==> config.mk <==
export PLATFORM = sky130hd
export DESIGN_NAME = waypoint_linear_interpolator
export DESIGN_NICKNAME = d
export VERILOG_FILES = /design/src/hdl/wli_pkg.sv /design/src/hdl/waypoint_linear_interpolator.sv /design/src/hdl/wli_div.sv
export SDC_FILE = /design/constraint.sdc
export NUM_CORES = 1
export LEC_CHECK = 0
export BUFFER_PORTS_ARGS = -buffer_cell sky130_fd_sc_hd__buf_2
export CAP_MARGIN = 10
export CORE_MARGIN = 2
export CORE_UTILIZATION = 62
export DETAILED_ROUTE_END_ITERATION = 8
export PLACE_DENSITY = 0.89
export SLEW_MARGIN = 10
export SYNTH_ARGS = -nofsm -noshare
export SYNTH_HDL_FRONTEND = slang
export SYNTH_SLANG_ARGS = --single-unit
==> constraint.sdc <==
create_clock -name i_clk -period 12.3 [get_ports i_clk]
set_input_delay 0.615 -clock i_clk [delete_from_list [all_inputs] [get_ports i_clk]]
set_output_delay 0.615 -clock i_clk [all_outputs]
set_load 0.05 [all_outputs]
==> src/hdl/wli_pkg.sv <==
`default_nettype none

package wli_pkg;

    // coordinate and difference widths (signed Q16.16)
    localparam int COORD_W = 32;
    localparam int DIFF_W  = COORD_W + 1;
    localparam int CFG_W   = 5;

    typedef enum logic [2:0] {
        S_IDLE,
        S_DIV_X,
        S_DIV_Y,
        S_EMIT,
        S_END
    } t_state;

endpackage

`default_nettype wire

==> src/hdl/waypoint_linear_interpolator.sv <==
`default_nettype none
// first output: the first waypoint is offered once a reference word is taken and both
//   per-axis step divisions are done; they share one bit-serial divider, x then y
// flow: a reference with a stored point holds off the next accept until its divisions
//   and waypoints are done, and the path end point too at end of path; a first point
//   needs no division and, if it also ends the path, goes out alone; waypoints leave at one per cycle unless stalled
// reset: synchronous active low, clears points_between, stored point and sequencer

module waypoint_linear_interpolator #(
    parameter int MAX_POINTS_BETWEEN = 30
) (
    input  wire                            i_clk,
    input  wire                            i_rst_n,
    // configuration: points_between
    input  wire                            i_cfg_valid,
    output logic                           o_cfg_ready,
    input  wire  [wli_pkg::CFG_W-1:0]      i_cfg_data,
    // reference points
    input  wire                            s_axis_tvalid,
    output logic                           s_axis_tready,
    input  wire  [2*wli_pkg::COORD_W-1:0]  s_axis_tdata,  // ref_x, ref_y
    input  wire                            s_axis_tlast,  // end_of_path
    // waypoints
    output logic                           m_axis_tvalid,
    input  wire                            m_axis_tready,
    output logic [2*wli_pkg::COORD_W-1:0]  m_axis_tdata,  // point_x, point_y
    output logic                           m_axis_tlast   // last_of_run
);
    import wli_pkg::*;

    // counter and divisor width: divisor is at most MAX_POINTS_BETWEEN + 1
    localparam int CNT_W = $clog2(MAX_POINTS_BETWEEN + 2);
    localparam int SAT_W = (CNT_W > CFG_W) ? CNT_W : CFG_W;

    t_state r_state, n_state;

    logic [CFG_W-1:0]          r_points_between;
    logic                      r_have_prev;
    logic signed [COORD_W-1:0] r_prev_x, r_prev_y;
    logic signed [COORD_W-1:0] r_cur_x, r_cur_y;
    logic                      r_eop;
    logic signed [DIFF_W-1:0]  r_step_x, r_step_y;
    logic signed [COORD_W-1:0] r_acc_x, r_acc_y;
    logic [CNT_W-1:0]          r_cnt;

    logic                      s_acc, m_acc, cnt_end;
    logic [CNT_W-1:0]          pb_eff;
    logic [CNT_W-1:0]          divisor;
    logic signed [COORD_W-1:0] in_x, in_y;
    logic signed [DIFF_W-1:0]  diff_in_x, diff_y, dividend;
    logic                      div_start, div_done;
    logic signed [DIFF_W-1:0]  quotient;

    assign in_x  = s_axis_tdata[COORD_W-1:0];
    assign in_y  = s_axis_tdata[2*COORD_W-1:COORD_W];
    assign s_acc = s_axis_tvalid && s_axis_tready;
    assign m_acc = m_axis_tvalid && m_axis_tready;

    // register value saturated at the parameter
    assign pb_eff  = (SAT_W'(r_points_between) > SAT_W'(MAX_POINTS_BETWEEN))
                   ? CNT_W'(MAX_POINTS_BETWEEN) : CNT_W'(r_points_between);
    assign divisor = pb_eff + 1'b1;
    assign cnt_end = (r_cnt == pb_eff);

    // exact 33-bit differences; x comes straight from the incoming word
    assign diff_in_x = {in_x[COORD_W-1], in_x} - {r_prev_x[COORD_W-1], r_prev_x};
    assign diff_y    = {r_cur_y[COORD_W-1], r_cur_y} - {r_prev_y[COORD_W-1], r_prev_y};
    assign dividend  = (r_state == S_IDLE) ? diff_in_x : diff_y;

    // shared step divider, x first then y
    wli_div #(
        .DIVISOR_W (CNT_W)
    ) u_div (
        .i_clk      (i_clk),
        .i_rst_n    (i_rst_n),
        .i_start    (div_start),
        .i_dividend (dividend),
        .i_divisor  (divisor),
        .o_done     (div_done),
        .o_quotient (quotient)
    );

    // configuration register, always ready
    assign o_cfg_ready = 1'b1;

    always_ff @(posedge i_clk) begin
        if (!i_rst_n) begin
            r_points_between <= '0;
        end else if (i_cfg_valid && o_cfg_ready) begin
            r_points_between <= i_cfg_data;
        end
    end

    // sequencer
    always_ff @(posedge i_clk) begin
        if (!i_rst_n) begin
            r_state <= S_IDLE;
        end else begin
            r_state <= n_state;
        end
    end

    always_comb begin
        n_state = r_state;
        unique case (r_state)
            S_IDLE: begin
                if (s_acc) begin
                    if (r_have_prev) begin
                        n_state = S_DIV_X;
                    end else if (s_axis_tlast) begin
                        n_state = S_END;
                    end
                end
            end
            S_DIV_X: begin
                if (div_done) begin
                    n_state = S_DIV_Y;
                end
            end
            S_DIV_Y: begin
                if (div_done) begin
                    n_state = S_EMIT;
                end
            end
            S_EMIT: begin
                if (m_acc && cnt_end) begin
                    n_state = r_eop ? S_END : S_IDLE;
                end
            end
            S_END: begin
                if (m_acc) begin
                    n_state = S_IDLE;
                end
            end
            default: n_state = S_IDLE;
        endcase
    end

    always_comb begin
        s_axis_tready = 1'b0;
        m_axis_tvalid = 1'b0;
        m_axis_tlast  = 1'b0;
        div_start     = 1'b0;
        unique case (r_state)
            S_IDLE: begin
                s_axis_tready = 1'b1;
                div_start     = s_axis_tvalid && r_have_prev;
            end
            S_DIV_X: begin
                div_start = div_done;
            end
            S_DIV_Y: begin
            end
            S_EMIT: begin
                m_axis_tvalid = 1'b1;
                // segment end closes the run unless the path end point follows
                m_axis_tlast  = !r_eop && cnt_end;
            end
            S_END: begin
                m_axis_tvalid = 1'b1;
                m_axis_tlast  = 1'b1;
            end
            default: begin
            end
        endcase
    end

    assign m_axis_tdata = {r_acc_y, r_acc_x};

    // datapath: stored point, steps and the running waypoint
    always_ff @(posedge i_clk) begin
        if (!i_rst_n) begin
            r_have_prev <= 1'b0;
            r_prev_x    <= '0;
            r_prev_y    <= '0;
            r_cnt       <= '0;
        end else begin
            unique case (r_state)
                S_IDLE: begin
                    if (s_acc) begin
                        r_cur_x <= in_x;
                        r_cur_y <= in_y;
                        r_eop   <= s_axis_tlast;
                        if (!r_have_prev) begin
                            if (s_axis_tlast) begin
                                // lone path point goes straight out
                                r_acc_x <= in_x;
                                r_acc_y <= in_y;
                            end else begin
                                r_prev_x    <= in_x;
                                r_prev_y    <= in_y;
                                r_have_prev <= 1'b1;
                            end
                        end
                    end
                end
                S_DIV_X: begin
                    if (div_done) begin
                        r_step_x <= quotient;
                    end
                end
                S_DIV_Y: begin
                    if (div_done) begin
                        r_step_y <= quotient;
                        r_acc_x  <= r_prev_x;
                        r_acc_y  <= r_prev_y;
                        r_cnt    <= '0;
                    end
                end
                S_EMIT: begin
                    if (m_acc) begin
                        if (cnt_end) begin
                            if (r_eop) begin
                                r_acc_x <= r_cur_x;
                                r_acc_y <= r_cur_y;
                            end else begin
                                r_prev_x    <= r_cur_x;
                                r_prev_y    <= r_cur_y;
                                r_have_prev <= 1'b1;
                            end
                        end else begin
                            // previous + i*step built by repeated addition
                            r_acc_x <= r_acc_x + r_step_x[COORD_W-1:0];
                            r_acc_y <= r_acc_y + r_step_y[COORD_W-1:0];
                            r_cnt   <= r_cnt + 1'b1;
                        end
                    end
                end
                S_END: begin
                    if (m_acc) begin
                        r_have_prev <= 1'b0;
                        r_prev_x    <= '0;
                        r_prev_y    <= '0;
                    end
                end
                default: begin
                end
            endcase
        end
    end

endmodule

`default_nettype wire

==> src/hdl/wli_div.sv <==
`default_nettype none

module wli_div #(
    parameter int DIVISOR_W = 5
) (
    input  wire                                  i_clk,
    input  wire                                  i_rst_n,
    input  wire                                  i_start,
    input  wire  signed [wli_pkg::DIFF_W-1:0]    i_dividend,
    input  wire         [DIVISOR_W-1:0]          i_divisor,
    output logic                                 o_done,
    output logic signed [wli_pkg::DIFF_W-1:0]    o_quotient
);
    import wli_pkg::*;

    localparam int STEP_W = $clog2(DIFF_W + 1);

    logic                 r_busy;
    logic                 r_done;
    logic [STEP_W-1:0]    r_cnt;
    logic                 r_neg;
    logic [DIVISOR_W-1:0] r_rem;
    logic [DIVISOR_W-1:0] r_div;
    logic [DIFF_W-1:0]    r_quo;

    logic [DIFF_W-1:0]    mag;
    logic [DIVISOR_W:0]   trial;
    logic [DIVISOR_W:0]   trial_sub;
    logic                 ge;
    logic [DIVISOR_W-1:0] n_rem;

    // magnitude of the dividend, quotient truncates toward zero
    assign mag       = i_dividend[DIFF_W-1] ? (~i_dividend + 1'b1) : i_dividend;
    assign trial     = {r_rem, r_quo[DIFF_W-1]};
    assign trial_sub = trial - {1'b0, r_div};
    assign ge        = (trial >= {1'b0, r_div});
    assign n_rem     = ge ? trial_sub[DIVISOR_W-1:0] : trial[DIVISOR_W-1:0];

    // restoring division, one quotient bit per cycle
    always_ff @(posedge i_clk) begin
        if (!i_rst_n) begin
            r_busy <= 1'b0;
            r_done <= 1'b0;
            r_cnt  <= '0;
        end else begin
            r_done <= 1'b0;
            if (i_start) begin
                r_busy <= 1'b1;
                r_cnt  <= '0;
                r_neg  <= i_dividend[DIFF_W-1];
                r_quo  <= mag;
                r_rem  <= '0;
                r_div  <= i_divisor;
            end else if (r_busy) begin
                r_quo <= {r_quo[DIFF_W-2:0], ge};
                r_rem <= n_rem;
                r_cnt <= r_cnt + 1'b1;
                if (r_cnt == STEP_W'(DIFF_W - 1)) begin
                    r_busy <= 1'b0;
                    r_done <= 1'b1;
                end
            end
        end
    end

    assign o_done     = r_done;
    assign o_quotient = r_neg ? $signed(~r_quo + 1'b1) : $signed(r_quo);

endmodule

`default_nettype wire
==> flow_summary_export.csv <==
group,metric,value,unit
run_status,status,"complete, no violations",
setup_path,worstPathMaxFanout,78,
clock_network,cts.sink_count,323,
setup_path,path_cells,"buf_4 > and2_2 > buf_4 > a21oi_4 > buf_4 > inv_1 > buf_2",
finish,final_cell_mix,"nand2_1, edfxtp_1, o21ai_0, a21oi_1, buf_2",
synth,synth-edff-count,237,
setup_path,crit_slowest_cell,"dfxtp_4",
drt,drt_iter0_markers,2424,
timing,max_freq,199,MHz
finish,post-route-util,69.0,%
synth,ys_types,92,
worst_hold_path,hold_path_class,"primary input to flip-flop",
finish,layout_commonest_cell,"nand2_1",
floorplanning,die_w,193,µm
grt,track_usage,36.1,%
setup_path,worst_setup_path_start_kind,"flip-flop",
clock_network,cts_tree,"yes",
floorplanning,core,35400,µm²
grt,grt_start_max_net_pins,90,
synth,seq_area_frac_synth,39.9,%
timing,timing.final.crit_share,40.8,%
grt,grt_first_pass_wirelength,104000,µm
setup_path,critPathMostFrequentCell,"buf_4",
setup_path,worst-path-buf-inv,5,
pwr,power.leakage,10.1,nW
drt,drt_first_pass_iters,6,
floorplanning,die-area,37300,µm²
setup_path,worstPathRequired,11690,ps
synth,avgSynthCellArea,9.15,µm²
clock_network,root_buffer,"clkbuf_16",
drt,final_antenna_net_count,0,
floorplanning,fp.dieH,193,µm
grt,antenna_found_initial,8,
finish,syn2layout_area_growth,10.3,%
timing,relSlewSlack,20.8,%
synth,ys.flop_type,"edfxtp_1",
setup_path,critPathKind,"flip-flop to output port",
clock_network,postCtsSetupBuffers,0,
pwr,peakVddDrop,149,µV
placed_design,gp_congestion,0.967,
finish,fillerInstances,2648,
synth,ys_seq_elements,323,
grt,grt_pass1_vias,19500,
placed_design,io_buffers,141,
synth,ys_warn_count,0,
timing,rsz0062_at_grt,"false",
floorplanning,initial_utilization,62.6,%
pwr,power_density,253,nW/µm²
clock_network,postCtsHoldBufs,0,
clock_network,cts_buffers,37,
clock_network,cts-resized-gates,0,
setup_path,end_kind,"output port",
finish,drive_gt1_share,10.5,%
timing,fin_setup_tns,0,ps
synth,synth_cells,2421,
timing,hold_violations,0,
finish,nNetsFinal,2704,
clock_network,clockBufferDepth,3,
clock_network,ctsHtreeMaxLevel,2,
placed_design,dp_hpwl,48200,µm
synth,synthArstFlopShare,0,%
drt,routed_via_density,6.77,
drt,drcViolationCount,0,
job,maxCapViolCount,0,
timing,worst_clock_skew,27.6,ps
synth,syn_nets,2638,
drt,vias,20300,
synth,syn-cell-area,22100,µm²
drt,routedWlPerCell,22.8,µm
drt,wl,68100,µm
timing,maxSlewViolCount,0,
clock_network,path_clk_slew,60,ps
timing,setup_viol_count_final,0,
setup_path,max_stage_delay,790,ps
setup_path,path_delay_family,"buffers and inverters",
setup_path,critPathArrivalTime,4410,ps
timing,min_period,5020,ps
timing,worstMarginPinSlew,1190,ps
clock_network,worstSkewPairLatency,540,ps
floorplanning,ioPinCount,143,
grt,grt_remaining_overflow,0,
floorplanning,std_cell_rows,69,
[Yosys cell counts (all sizes together) (66+ instances only)]
library cell  instances  area (µm²)
a22oi                67         503
edfxtp              237        7120
dfxtp                86        1720
xnor2               101         885
ha                  137        1710
inv                 112         420
o211a                68         681
clkbuf              115         432
xor2                 66         578
o21ai               224        1120
nor2                140         526
a21oi               146         731
nand2               309        1160
[layer usage]
metal | wire (µm) | GRT usage (%)
met5 | 0 | 0
met3 | 9500 | 10.3
met2 | 29400 | 54.5
met4 | 2660 | 15.2
met1 | 26600 | 48.7
[kinds of logic (layout without fill, tap and decap cells)]
family	after synthesis	count (layout)	synth area share, %
AOI/OAI and AO/OA	803	803	24.6
xor gates and xnor gates	167	167	6.60
adders and majority gates	142	142	8.19
buffers and inverters	245	340	4.21
DFF	323	323	39.9
muxes	36	36	1.64
other	1	14	0.0169
and+or+nand+nor	704	704	14.9
[stage by stage]
stage	hold WS, ps	power [mW]	setup slack (ps)	instances	cell area, µm²
3_5_place_dp	486	4.87	7440	2909	23100
3_3_place_gp	479	4.76	7530	2909	23100
6_report	281	6.17	7280	2990	24400
4_1_cts	272	6.05	7280	2977	24400
2_1_floorplan	472	4.05	3710	2421	22200
5_1_grt	279	6.51	7080	2985	24400
[registers in the layout, summed over array words and instances, names as in the netlist, 3 cells and up]
name              cells
u_div.r_quo          33
r_acc_x              32
r_acc_y              32
r_cur_x              32
r_cur_y              32
r_prev_x             32
r_prev_y             32
r_step_x             32
r_step_y             32
u_div.r_cnt           6
r_cnt                 5
r_points_between      5
u_div.r_div           5
u_div.r_rem           5
r_state               3
[final timing paths]
check,from,endpoint,slack (ps),cells after the start
setup / recovery,r_state[0],m_axis_tvalid,7280,7
hold / removal,s_axis_tdata[32],r_cur_y[0],280,1
hold reg to reg,r_prev_x[28],r_prev_x[28],500,1
setup reg to reg,r_acc_y[0],r_acc_y[30],7280,14
[area by class of cell]
type                            count  area [µm²]  area share (%)
Clock buffer                       48        1070            4.38
Antenna cell                       13        32.5           0.133
Tap cell                          461         577            2.36
Clock inverter                     20         205           0.840
Inverter                          112         420            1.72
Sequential cell                   323        8840            36.2
Multi-Input combinational cell   1853       12400            50.9
Timing Repair Buffer              160         848            3.47
[power by group]
part | internal (mW) | switching (mW) | leakage [nW]
Sequential | 1.43 | 0.193 | 2.87
Clock | 0.699 | 0.466 | 0.628
Combinational | 1.20 | 2.18 | 6.57
Power figures use the tool's default switching activity.
